### src/hdl/lpe_pkg.sv
// shared types and constants of the line position estimator
package lpe_pkg;

  localparam int unsigned SAMPLE_BITS_DEF = 12;
  localparam int unsigned NUM_CH          = 6;
  localparam int unsigned GROUP_W         = 36;
  localparam int unsigned STEP_W          = 14;
  localparam int unsigned MAG_W           = 14;
  localparam int unsigned POS_W           = 15;
  localparam int unsigned SUM_W           = 11;
  localparam int unsigned NORM_W          = 8;
  localparam int unsigned CFG_IDX_W       = 3;

  // centroid numerator is 2000 * k, k in -2295..2295
  localparam int unsigned K_W             = 13;
  localparam int unsigned KMAG_W          = 12;
  localparam int unsigned NUM_W           = 23;
  localparam int unsigned WEIGHT_STEP     = 2000;

  localparam logic [NORM_W-1:0]  NORM_MAX    = 8'd255;
  localparam logic [MAG_W-1:0]   MAG_MAX     = 14'd10000;
  localparam logic [GROUP_W-1:0] BLACK_RESET = '0;
  localparam logic [GROUP_W-1:0] WHITE_RESET = '1;
  localparam logic [STEP_W-1:0]  STEP_RESET  = 14'd10;

  typedef logic [NORM_W-1:0] lpe_norm_t;

  typedef enum logic [CFG_IDX_W-1:0] {
    REG_BLACK_LO = 3'd0,
    REG_BLACK_HI = 3'd1,
    REG_WHITE_LO = 3'd2,
    REG_WHITE_HI = 3'd3,
    REG_STEP     = 3'd4
  } lpe_reg_e;

  typedef enum logic [2:0] {
    ST_IDLE = 3'b001,
    ST_NORM = 3'b010,
    ST_DIV  = 3'b100
  } lpe_state_e;

endpackage

### src/hdl/lpe_if.sv
// scan and result channel interfaces of the line position estimator
interface lpe_in_if #(
  parameter int unsigned SAMPLE_BITS = 12
);
  logic                   valid;
  logic                   ready;
  logic [SAMPLE_BITS-1:0] sample_one;
  logic [SAMPLE_BITS-1:0] sample_two;
  logic [SAMPLE_BITS-1:0] sample_three;
  logic [SAMPLE_BITS-1:0] sample_four;
  logic [SAMPLE_BITS-1:0] sample_five;
  logic [SAMPLE_BITS-1:0] sample_six;

  modport source (
    output valid, sample_one, sample_two, sample_three, sample_four, sample_five,
           sample_six,
    input  ready
  );
  modport sink (
    input  valid, sample_one, sample_two, sample_three, sample_four, sample_five,
           sample_six,
    output ready
  );
endinterface

interface lpe_out_if;
  logic               valid;
  logic               ready;
  logic signed [14:0] line_position;
  logic [13:0]        position_magnitude;
  logic [13:0]        limited_position;
  logic [10:0]        intensity_sum;
  logic               no_line;

  modport source (
    output valid, line_position, position_magnitude, limited_position,
           intensity_sum, no_line,
    input  ready
  );
  modport sink (
    input  valid, line_position, position_magnitude, limited_position,
           intensity_sum, no_line,
    output ready
  );
endinterface

### src/hdl/lpe_lane.sv
// one normalisation lane: clamp and 8-step restoring division to 0..255
module lpe_lane import lpe_pkg::*; #(
  parameter int unsigned SAMPLE_BITS = SAMPLE_BITS_DEF
) (
  input  logic                   clk_i,
  input  logic                   rst_ni,
  input  logic                   start_i,
  input  logic [SAMPLE_BITS-1:0] sample_i,
  input  logic [SAMPLE_BITS-1:0] black_i,
  input  logic [SAMPLE_BITS-1:0] white_i,
  output logic                   busy_o,
  output lpe_norm_t              norm_o
);

  localparam int unsigned RW = SAMPLE_BITS + NORM_W;

  logic [RW-1:0]          rem_q, rem_d;
  logic [RW-1:0]          dsh_q, dsh_d;
  lpe_norm_t              quo_q, quo_d;
  logic [2:0]             cnt_q, cnt_d;
  logic                   busy_q, busy_d;
  logic [SAMPLE_BITS-1:0] diff_s, diff_d;
  logic                   ge;

  assign diff_s = sample_i - black_i;
  assign diff_d = white_i - black_i;
  assign ge     = (rem_q >= dsh_q);

  always_comb begin
    rem_d  = rem_q;
    dsh_d  = dsh_q;
    quo_d  = quo_q;
    cnt_d  = cnt_q;
    busy_d = busy_q;
    if (start_i) begin
      cnt_d = 3'd7;
      quo_d = '0;
      if (white_i <= black_i || sample_i < black_i) begin
        busy_d = 1'b0;
      end else if (sample_i > white_i) begin
        quo_d  = NORM_MAX;
        busy_d = 1'b0;
      end else begin
        // 255 * (s - black) without a multiplier
        rem_d  = (RW'(diff_s) << NORM_W) - RW'(diff_s);
        dsh_d  = RW'(diff_d) << (NORM_W - 1);
        busy_d = 1'b1;
      end
    end else if (busy_q) begin
      if (ge) begin
        rem_d = rem_q - dsh_q;
      end
      quo_d = {quo_q[NORM_W-2:0], ge};
      dsh_d = dsh_q >> 1;
      cnt_d = cnt_q - 3'd1;
      if (cnt_q == 3'd0) begin
        busy_d = 1'b0;
      end
    end
  end

  always_ff @(posedge clk_i or negedge rst_ni) begin
    if (!rst_ni) begin
      busy_q <= 1'b0;
      cnt_q  <= '0;
    end else begin
      busy_q <= busy_d;
      cnt_q  <= cnt_d;
    end
  end

  always_ff @(posedge clk_i) begin
    rem_q <= rem_d;
    dsh_q <= dsh_d;
    quo_q <= quo_d;
  end

  assign busy_o = busy_q;
  assign norm_o = quo_q;

endmodule

### src/hdl/lpe_merge.sv
// merge stage: intensity sum, weighted sum and 14-step centroid division
module lpe_merge import lpe_pkg::*; (
  input  logic                    clk_i,
  input  logic                    rst_ni,
  input  logic                    start_i,
  input  lpe_norm_t               norm_i [NUM_CH],
  output logic                    busy_o,
  output logic signed [POS_W-1:0] pos_o,
  output logic [MAG_W-1:0]        mag_o,
  output logic [SUM_W-1:0]        total_o
);

  localparam int unsigned DW = NUM_W + 1;

  logic signed [K_W-1:0] d_outer, d_mid, d_inner, k;
  logic [KMAG_W-1:0]     kmag;
  logic [NUM_W-1:0]      num;
  logic [SUM_W-1:0]      total_s;

  logic [NUM_W-1:0]      rem_q, rem_d;
  logic [DW-1:0]         dsh_q, dsh_d;
  logic [MAG_W-1:0]      quo_q, quo_d;
  logic [3:0]            cnt_q, cnt_d;
  logic                  busy_q, busy_d;
  logic                  neg_q, neg_d;
  logic [SUM_W-1:0]      total_q, total_d;
  logic                  ge;

  // weights are 2000 * (-5, -3, -1, 1, 3, 5)
  assign d_outer = $signed(K_W'(norm_i[5])) - $signed(K_W'(norm_i[0]));
  assign d_mid   = $signed(K_W'(norm_i[4])) - $signed(K_W'(norm_i[1]));
  assign d_inner = $signed(K_W'(norm_i[3])) - $signed(K_W'(norm_i[2]));
  assign k       = (d_outer <<< 2) + d_outer + (d_mid <<< 1) + d_mid + d_inner;
  assign kmag    = k[K_W-1] ? KMAG_W'(-k) : KMAG_W'(k);
  assign num     = NUM_W'(kmag) * NUM_W'(WEIGHT_STEP);

  always_comb begin
    total_s = '0;
    for (int i = 0; i < NUM_CH; i++) begin
      total_s = total_s + SUM_W'(norm_i[i]);
    end
  end

  assign ge = (DW'(rem_q) >= dsh_q);

  always_comb begin
    rem_d   = rem_q;
    dsh_d   = dsh_q;
    quo_d   = quo_q;
    cnt_d   = cnt_q;
    busy_d  = busy_q;
    neg_d   = neg_q;
    total_d = total_q;
    if (start_i) begin
      rem_d   = num;
      dsh_d   = DW'(total_s) << (MAG_W - 1);
      quo_d   = '0;
      cnt_d   = 4'(MAG_W - 1);
      busy_d  = 1'b1;
      neg_d   = k[K_W-1];
      total_d = total_s;
    end else if (busy_q) begin
      if (ge) begin
        rem_d = rem_q - NUM_W'(dsh_q);
      end
      quo_d = {quo_q[MAG_W-2:0], ge};
      dsh_d = dsh_q >> 1;
      cnt_d = cnt_q - 4'd1;
      if (cnt_q == 4'd0) begin
        busy_d = 1'b0;
      end
    end
  end

  always_ff @(posedge clk_i or negedge rst_ni) begin
    if (!rst_ni) begin
      busy_q <= 1'b0;
      cnt_q  <= '0;
    end else begin
      busy_q <= busy_d;
      cnt_q  <= cnt_d;
    end
  end

  always_ff @(posedge clk_i) begin
    rem_q   <= rem_d;
    dsh_q   <= dsh_d;
    quo_q   <= quo_d;
    neg_q   <= neg_d;
    total_q <= total_d;
  end

  // empty scan: divisor is zero, position forced to zero
  assign mag_o   = (total_q == '0) ? '0 : quo_q;
  assign pos_o   = neg_q ? -$signed(POS_W'(mag_o)) : $signed(POS_W'(mag_o));
  assign busy_o  = busy_q;
  assign total_o = total_q;

endmodule

### src/hdl/line_position_estimator_core.sv
// top level of the line position estimator: registers, sequencing, limiter
// sequencing: the lanes normalise an accepted scan beat, the merge divider starts once
//   every lane is done, and its result loads when the output register is free
// one scan at a time: the next scan beat is taken only once the result is loaded;
//   pace set by the per-lane 8-step normaliser and the 14-step centroid divider
// reset: asynchronous active-low; calibration and step limit to defaults,
//   limiter value to zero, no result pending
module line_position_estimator_core import lpe_pkg::*; #(
  parameter int unsigned SAMPLE_BITS = SAMPLE_BITS_DEF
) (
  input  logic                 clk_i,
  input  logic                 rst_ni,
  lpe_in_if.sink               in_i,
  lpe_out_if.source            out_o,
  input  logic                 cfg_we_i,
  input  logic [CFG_IDX_W-1:0] cfg_idx_i,
  input  logic [GROUP_W-1:0]   cfg_wdata_i
);

  // groups hold three packed levels; pad when three levels exceed the group
  localparam int unsigned PADW = (3 * SAMPLE_BITS > GROUP_W) ? 3 * SAMPLE_BITS : GROUP_W;

  // calibration and limiter configuration
  logic [GROUP_W-1:0] black_lo_q, black_hi_q, white_lo_q, white_hi_q;
  logic [STEP_W-1:0]  step_q;

  // sequencing
  lpe_state_e state_q, state_d;
  logic       in_beat, out_load;

  // lanes
  logic [SAMPLE_BITS-1:0] samples  [NUM_CH];
  logic [SAMPLE_BITS-1:0] black_lv [NUM_CH];
  logic [SAMPLE_BITS-1:0] white_lv [NUM_CH];
  lpe_norm_t              norms    [NUM_CH];
  logic [NUM_CH-1:0]      lane_busy;
  logic [PADW-1:0]        blo_pad, bhi_pad, wlo_pad, whi_pad;

  // merge results
  logic                    merge_start, merge_busy;
  logic signed [POS_W-1:0] merge_pos;
  logic [MAG_W-1:0]        merge_mag;
  logic [SUM_W-1:0]        merge_total;

  // limiter
  logic [MAG_W-1:0]   limited_q, limited_d;
  logic signed [15:0] cur_s, tgt_s, lim_s, moved_s;

  // output register
  logic                    out_valid_q;
  logic signed [POS_W-1:0] pos_q;
  logic [MAG_W-1:0]        mag_q;
  logic [SUM_W-1:0]        sum_q;
  logic                    no_line_q;

  // configuration writes: user must issue them only with no scan in flight; unenforced
  always_ff @(posedge clk_i or negedge rst_ni) begin
    if (!rst_ni) begin
      black_lo_q <= BLACK_RESET;
      black_hi_q <= BLACK_RESET;
      white_lo_q <= WHITE_RESET;
      white_hi_q <= WHITE_RESET;
      step_q     <= STEP_RESET;
    end else if (cfg_we_i) begin
      case (cfg_idx_i)
        REG_BLACK_LO: black_lo_q <= cfg_wdata_i;
        REG_BLACK_HI: black_hi_q <= cfg_wdata_i;
        REG_WHITE_LO: white_lo_q <= cfg_wdata_i;
        REG_WHITE_HI: white_hi_q <= cfg_wdata_i;
        REG_STEP:     step_q     <= cfg_wdata_i[STEP_W-1:0];
        default: ;
      endcase
    end
  end

  // unpack the per-channel levels, channel 1 lowest in its group
  assign blo_pad = PADW'(black_lo_q);
  assign bhi_pad = PADW'(black_hi_q);
  assign wlo_pad = PADW'(white_lo_q);
  assign whi_pad = PADW'(white_hi_q);

  assign samples[0] = in_i.sample_one;
  assign samples[1] = in_i.sample_two;
  assign samples[2] = in_i.sample_three;
  assign samples[3] = in_i.sample_four;
  assign samples[4] = in_i.sample_five;
  assign samples[5] = in_i.sample_six;

  assign in_beat = in_i.valid && in_i.ready;

  for (genvar g = 0; g < NUM_CH; g++) begin : g_lane
    if (g < 3) begin : g_low
      assign black_lv[g] = blo_pad[g*SAMPLE_BITS +: SAMPLE_BITS];
      assign white_lv[g] = wlo_pad[g*SAMPLE_BITS +: SAMPLE_BITS];
    end else begin : g_high
      assign black_lv[g] = bhi_pad[(g-3)*SAMPLE_BITS +: SAMPLE_BITS];
      assign white_lv[g] = whi_pad[(g-3)*SAMPLE_BITS +: SAMPLE_BITS];
    end

    // each lane latches its sample on the input beat
    lpe_lane #(
      .SAMPLE_BITS (SAMPLE_BITS)
    ) u_lane (
      .clk_i    (clk_i),
      .rst_ni   (rst_ni),
      .start_i  (in_beat),
      .sample_i (samples[g]),
      .black_i  (black_lv[g]),
      .white_i  (white_lv[g]),
      .busy_o   (lane_busy[g]),
      .norm_o   (norms[g])
    );
  end

  lpe_merge u_merge (
    .clk_i   (clk_i),
    .rst_ni  (rst_ni),
    .start_i (merge_start),
    .norm_i  (norms),
    .busy_o  (merge_busy),
    .pos_o   (merge_pos),
    .mag_o   (merge_mag),
    .total_o (merge_total)
  );

  // slew limiter toward the centroid magnitude; overshoot lands on target
  assign cur_s = $signed(16'(limited_q));
  assign tgt_s = $signed(16'(merge_mag));
  assign lim_s = $signed(16'(step_q));

  always_comb begin
    moved_s   = cur_s;
    limited_d = merge_mag;
    if (cur_s > tgt_s) begin
      moved_s = cur_s - lim_s;
      if (tgt_s < moved_s) begin
        limited_d = MAG_W'(moved_s);
      end
    end else if (cur_s < tgt_s) begin
      moved_s = cur_s + lim_s;
      if (tgt_s > moved_s) begin
        limited_d = MAG_W'(moved_s);
      end
    end
  end

  // one scan in flight; the result may wait in the output register
  assign in_i.ready  = (state_q == ST_IDLE);
  assign merge_start = (state_q == ST_NORM) && (lane_busy == '0);
  assign out_load    = (state_q == ST_DIV) && !merge_busy && (!out_valid_q || out_o.ready);

  always_comb begin
    state_d = state_q;
    case (state_q)
      ST_IDLE: if (in_beat)     state_d = ST_NORM;
      ST_NORM: if (merge_start) state_d = ST_DIV;
      ST_DIV:  if (out_load)    state_d = ST_IDLE;
      default: state_d = ST_IDLE;
    endcase
  end

  always_ff @(posedge clk_i or negedge rst_ni) begin
    if (!rst_ni) begin
      state_q     <= ST_IDLE;
      out_valid_q <= 1'b0;
      limited_q   <= '0;
    end else begin
      state_q <= state_d;
      if (out_load) begin
        out_valid_q <= 1'b1;
        limited_q   <= limited_d;
      end else if (out_o.ready) begin
        out_valid_q <= 1'b0;
      end
    end
  end

  // result payload
  always_ff @(posedge clk_i) begin
    if (out_load) begin
      pos_q     <= merge_pos;
      mag_q     <= merge_mag;
      sum_q     <= merge_total;
      no_line_q <= (merge_total == '0);
    end
  end

  assign out_o.valid              = out_valid_q;
  assign out_o.line_position      = pos_q;
  assign out_o.position_magnitude = mag_q;
  assign out_o.limited_position   = limited_q;
  assign out_o.intensity_sum      = sum_q;
  assign out_o.no_line            = no_line_q;

  // while idle no lane or merge division may still be running
  a_idle_quiet: assert property (@(posedge clk_i) disable iff (!rst_ni)
    (state_q == ST_IDLE) |-> (lane_busy == '0) && !merge_busy)
    else $error("division still running while idle");

  // limiter value never leaves the magnitude range
  a_limited_range: assert property (@(posedge clk_i) disable iff (!rst_ni)
    limited_q <= MAG_MAX)
    else $error("limited position out of range");

  // an empty scan reports a centred line
  a_no_line_zero: assert property (@(posedge clk_i) disable iff (!rst_ni)
    out_valid_q && no_line_q |-> (pos_q == '0) && (mag_q == '0))
    else $error("no_line beat with nonzero position");

  // the merge divider starts only once every lane has finished
  a_merge_after_lanes: assert property (@(posedge clk_i) disable iff (!rst_ni)
    merge_start |=> merge_busy && (lane_busy == '0))
    else $error("merge division not started cleanly");

endmodule
### src/flat_wrapper.sv
// flat-port wrapper written by rule: the top's interface ports become plain ports
module line_position_estimator_core_flat import lpe_pkg::*;
#(
  parameter int unsigned SAMPLE_BITS = SAMPLE_BITS_DEF
)
  (clk_i, rst_ni, cfg_we_i, cfg_idx_i, cfg_wdata_i, in_i_valid, in_i_sample_one, in_i_sample_two, in_i_sample_three, in_i_sample_four, in_i_sample_five, in_i_sample_six, in_i_ready, out_o_valid, out_o_line_position, out_o_position_magnitude, out_o_limited_position, out_o_intensity_sum, out_o_no_line, out_o_ready);
  lpe_in_if #(.SAMPLE_BITS(SAMPLE_BITS)) in_i_i ();
  lpe_out_if out_o_i ();
  input  logic clk_i;
  input  logic rst_ni;
  input  logic cfg_we_i;
  input  logic [CFG_IDX_W-1:0] cfg_idx_i;
  input  logic [GROUP_W-1:0] cfg_wdata_i;
  input wire logic [$bits(in_i_i.valid)-1:0] in_i_valid;
  input wire logic [$bits(in_i_i.sample_one)-1:0] in_i_sample_one;
  input wire logic [$bits(in_i_i.sample_two)-1:0] in_i_sample_two;
  input wire logic [$bits(in_i_i.sample_three)-1:0] in_i_sample_three;
  input wire logic [$bits(in_i_i.sample_four)-1:0] in_i_sample_four;
  input wire logic [$bits(in_i_i.sample_five)-1:0] in_i_sample_five;
  input wire logic [$bits(in_i_i.sample_six)-1:0] in_i_sample_six;
  output wire logic [$bits(in_i_i.ready)-1:0] in_i_ready;
  output wire logic [$bits(out_o_i.valid)-1:0] out_o_valid;
  output wire logic [$bits(out_o_i.line_position)-1:0] out_o_line_position;
  output wire logic [$bits(out_o_i.position_magnitude)-1:0] out_o_position_magnitude;
  output wire logic [$bits(out_o_i.limited_position)-1:0] out_o_limited_position;
  output wire logic [$bits(out_o_i.intensity_sum)-1:0] out_o_intensity_sum;
  output wire logic [$bits(out_o_i.no_line)-1:0] out_o_no_line;
  input wire logic [$bits(out_o_i.ready)-1:0] out_o_ready;
  assign in_i_i.valid = in_i_valid;
  assign in_i_i.sample_one = in_i_sample_one;
  assign in_i_i.sample_two = in_i_sample_two;
  assign in_i_i.sample_three = in_i_sample_three;
  assign in_i_i.sample_four = in_i_sample_four;
  assign in_i_i.sample_five = in_i_sample_five;
  assign in_i_i.sample_six = in_i_sample_six;
  assign in_i_ready = in_i_i.ready;
  assign out_o_valid = out_o_i.valid;
  assign out_o_line_position = out_o_i.line_position;
  assign out_o_position_magnitude = out_o_i.position_magnitude;
  assign out_o_limited_position = out_o_i.limited_position;
  assign out_o_intensity_sum = out_o_i.intensity_sum;
  assign out_o_no_line = out_o_i.no_line;
  assign out_o_i.ready = out_o_ready;
  line_position_estimator_core #(.SAMPLE_BITS(SAMPLE_BITS)) u_core (.clk_i(clk_i), .rst_ni(rst_ni), .in_i(in_i_i), .out_o(out_o_i), .cfg_we_i(cfg_we_i), .cfg_idx_i(cfg_idx_i), .cfg_wdata_i(cfg_wdata_i));
endmodule
### config.mk
export PLATFORM = sky130hd
export DESIGN_NAME = line_position_estimator_core_flat
export DESIGN_NICKNAME = d
export VERILOG_FILES = /design/src/hdl/lpe_pkg.sv /design/src/hdl/lpe_if.sv /design/src/hdl/lpe_lane.sv /design/src/hdl/lpe_merge.sv /design/src/hdl/line_position_estimator_core.sv /design/src/flat_wrapper.sv
export SDC_FILE = /design/constraint.sdc
export NUM_CORES = 2
export LEC_CHECK = 0
export ABC_AREA = 1
export BUFFER_PORTS_ARGS = -buffer_cell sky130_fd_sc_hd__buf_2
export CAP_MARGIN = 20
export CORE_AREA = 2 2 393 395
export DETAILED_ROUTE_END_ITERATION = 7
export DIE_AREA = 0 0 395 397
export GPL_TIMING_DRIVEN = 0
export PLACE_DENSITY = 0.48
export SLEW_MARGIN = 30
export SYNTH_ARGS = -nofsm -noshare
export SYNTH_HDL_FRONTEND = slang
export SYNTH_HIERARCHICAL = 1
export SYNTH_SLANG_ARGS = --single-unit
### constraint.sdc
create_clock -name clk_i -period 11.2 [get_ports clk_i]
set_clock_uncertainty 0.15 [all_clocks]
set_input_delay 1.68 -clock clk_i [delete_from_list [all_inputs] [get_ports clk_i]]
set_output_delay 1.68 -clock clk_i [all_outputs]
set_load 0.02 [all_outputs]
==> out/qor.yml <==
dp_hpwl_um: 135000
crit_end: "u_core/u_merge/rem_q[21]"
routed_wirelength_um: 164000
slowest_delay_ns: 0.56
synth.distinct_cells: 69
post-synth-top-count-cell: "nand2_1"
clockRootBuffer: "clkbuf_16"
clock_sinks: 601
worstPathArrival_ns: 9.72
status: "finished clean"
hold_class: "reg2reg"
post_cts_resized: 0
cts_buffer_depth: 3
netlist_area_um2: 53000
critPathCaptureType: "flip-flop"
cap_viol_max_count: 0
finalCritPeriodShare_pct: 84.5
drive_gt1_share_pct: 10.4
vias: 45900
yosysWarnings: 6
antenna_found_initial: 21
ant_nets: 0
cts_htree_levels: 3
die-area_um2: 157000
cp-startpoint: "u_core/g_lane[5].u_lane/norm_o[0]"
finalSetupTns_ns: 0
critPathBufInv: 10
maxSlewHeadroom_pct: 33.9
rrSetupSlack_ns: 1.74
drtIter0Drc: 2795
grt_overflow: 0
yosysSeqAreaShare_pct: 31.7
place_congestion: 0.905
grt_max_degree: 84
worst_pin_slew_ns: 0.991
ys_async_sr_fraction_pct: 34.1
slew_violations: 0
synth_top_cell_area_share_pct: 20.7
syn_inst: 6889
regToRegStartpoint: "u_core/g_lane[5].u_lane/norm_o[0]"
grt_pass1_vias: 45400
synth_area_leaders: "edfxtp_1 (21%), ha_1 (13%), nand2_1 (11%)"
die_height_um: 397
crit_family: "adder cells"
clk_latency_ns: 0.69
initial_utilization_pct: 34.6
num-fill-cells: 16100
period_minus_slack_ns: 9.46
port_buffers: 172
worst-path-stages: 44
firstDrtPassIters: 6
synth.ff_latch_count: 601
cts_tree: "yes"
syn_nets: 7682
path_clk_slew_ns: 0.06
grt_use_total_pct: 20.7
cp_max_fo: 10
design.core.area_um2: 153000
grt_pass1_wl_um: 257000
rsz0062_at_grt: "no"
cts_buffers: 75
worstSetupPathType: "reg2reg"
start_kind: "flip-flop"
wl_per_cell_um: 17.7
chipWidth_um: 395
syn_to_final_growth_pct: 11.9
fmaxAchievable_ghz: 0.106
ioPinCount: 173
viasPerCell: 4.96
rows: 144
drc_errors: 0
postCtsSetupBuffers: 0
postCtsHoldBufs: 0
syn-mean-instance-area_um2: 7.69
yosysTopAreaCell: "edfxtp_1"
r2r_cells: 44
ys.flop_type: "edfxtp_1"
r2r_end: "u_core/u_merge/rem_q[21]"
setup_violations: 0
layout.nets: 7940
synth_common_cells: "nand2_1 (1488), inv_1 (1123), ha_1 (567)"
crit_required_ns: 11.46
synth_edf_count: 365
cp_slowest_cell: "edfxtp_1"
hold_viol: 0
==> metrics by stage <==
step	cell area, um^2	hold WS, ns	utilization (%)	worst slack, ns	std cells
3_5_place_dp	56700	0.311	37.1	1.70	9114
2_1_floorplan	53000	0.279	-	2.75	6889
4_1_cts	59300	0.320	38.7	1.67	9253
5_1_grt	59300	0.338	38.7	0.918	9253
6_report	59300	0.316	38.8	1.74	9256
3_3_place_gp	56400	0.304	36.9	1.72	9105
==> final cells by class <==
| cell class | instances | area [um^2] | share of cell area (%) |
|---|---|---|---|
| Buffer | 114 | 552 | 0.931 |
| Tap cell | 2044 | 2560 | 4.31 |
| Multi-Input combinational cell | 5001 | 31300 | 52.8 |
| Antenna cell | 3 | 7.51 | 0.0127 |
| Inverter | 1173 | 4410 | 7.44 |
| Timing Repair Buffer | 181 | 1070 | 1.81 |
| Sequential cell | 601 | 16800 | 28.3 |
| Clock inverter | 37 | 369 | 0.623 |
| Clock buffer | 102 | 2190 | 3.69 |
==> state kept, by name (all words and copies together), names as in the netlist, 3 cells and up <==
| name | count |
|---|---|
| u_core/g_lane.u_lane/rem_q | 120 |
| u_core/g_lane.u_lane/dsh_q | 114 |
| u_core/g_lane.u_lane/norm_o | 48 |
| u_core/bhi_pad | 36 |
| u_core/black_lo_q | 36 |
| u_core/whi_pad | 36 |
| u_core/white_lo_q | 36 |
| u_core/u_merge/dsh_q | 24 |
| u_core/u_merge/rem_q | 23 |
| u_core/g_lane.u_lane/cnt_q | 18 |
| u_core/out_o.line_position | 15 |
| u_core/out_o.limited_position | 14 |
| u_core/out_o.position_magnitude | 14 |
| u_core/step_q | 14 |
| u_core/u_merge/quo_q | 14 |
| u_core/out_o.intensity_sum | 11 |
| u_core/u_merge/total_o | 11 |
| u_core/g_lane.u_lane/busy_o | 6 |
| u_core/u_merge/cnt_q | 4 |
| u_core/state_q | 3 |
==> cell usage in the layout, fill, tap and decap left out, types with 130 or more instances in the layout <==
master    instances
o21ai_0         491
a21oi_1         468
inv_1          1123
buf_2           187
ha_1            567
edfxtp_1        365
nand2_1        1484
nor2_1          436
nand3_1         394
dfrtp_1         130
==> metal layers <==
layer  vias up  global-route usage [%]  share of wire, %
li1      23400                       -                 -
met1     21500                    27.5                47
met2       822                    35.5                47
met3       185                    2.85               4.2
met4        26                    4.53               2.1
met5         -                       0              0.11
==> kinds of logic after synthesis <==
kind of cell	count (synthesis)	synth area share [%]
buffers and inverters	1287	9.36
AND/OR/NAND/NOR	2836	24.4
flip-flops	601	31.7
XOR/XNOR	201	3.52
AO/OA/AOI/OAI	1287	13.5
adder cells (fa/ha/maj)	677	17.5
==> how the worst min path moves through the flow <==
| stage | to | start | cells after the start | slack, ns |
|---|---|---|---|---|
| after floorplan | u_core/u_merge/quo_q[13] | u_core/u_merge/quo_q[13] | 2 | 0.28 |
| after global placement | u_core/u_merge/rem_q[0] | u_core/u_merge/rem_q[0] | 2 | 0.30 |
| after detailed placement | u_core/u_merge/rem_q[0] | u_core/u_merge/rem_q[0] | 2 | 0.31 |
| after CTS | u_core/u_merge/rem_q[0] | u_core/u_merge/rem_q[0] | 2 | 0.32 |
| after global routing | u_core/u_merge/dsh_q[0] | u_core/u_merge/dsh_q[0] | 2 | 0.34 |
| final | u_core/u_merge/rem_q[0] | u_core/u_merge/rem_q[0] | 2 | 0.32 |
==> worst min-delay path: cells and delay by family (launching register included) <==
kind,cells,cell delay [ns]
and+or+nand+nor,2,0.11
DFF,1,0.31
Power is left out: the tool's default activity adds up to more than one toggle a clock period on the data nets, which glitch-free logic cannot reach.
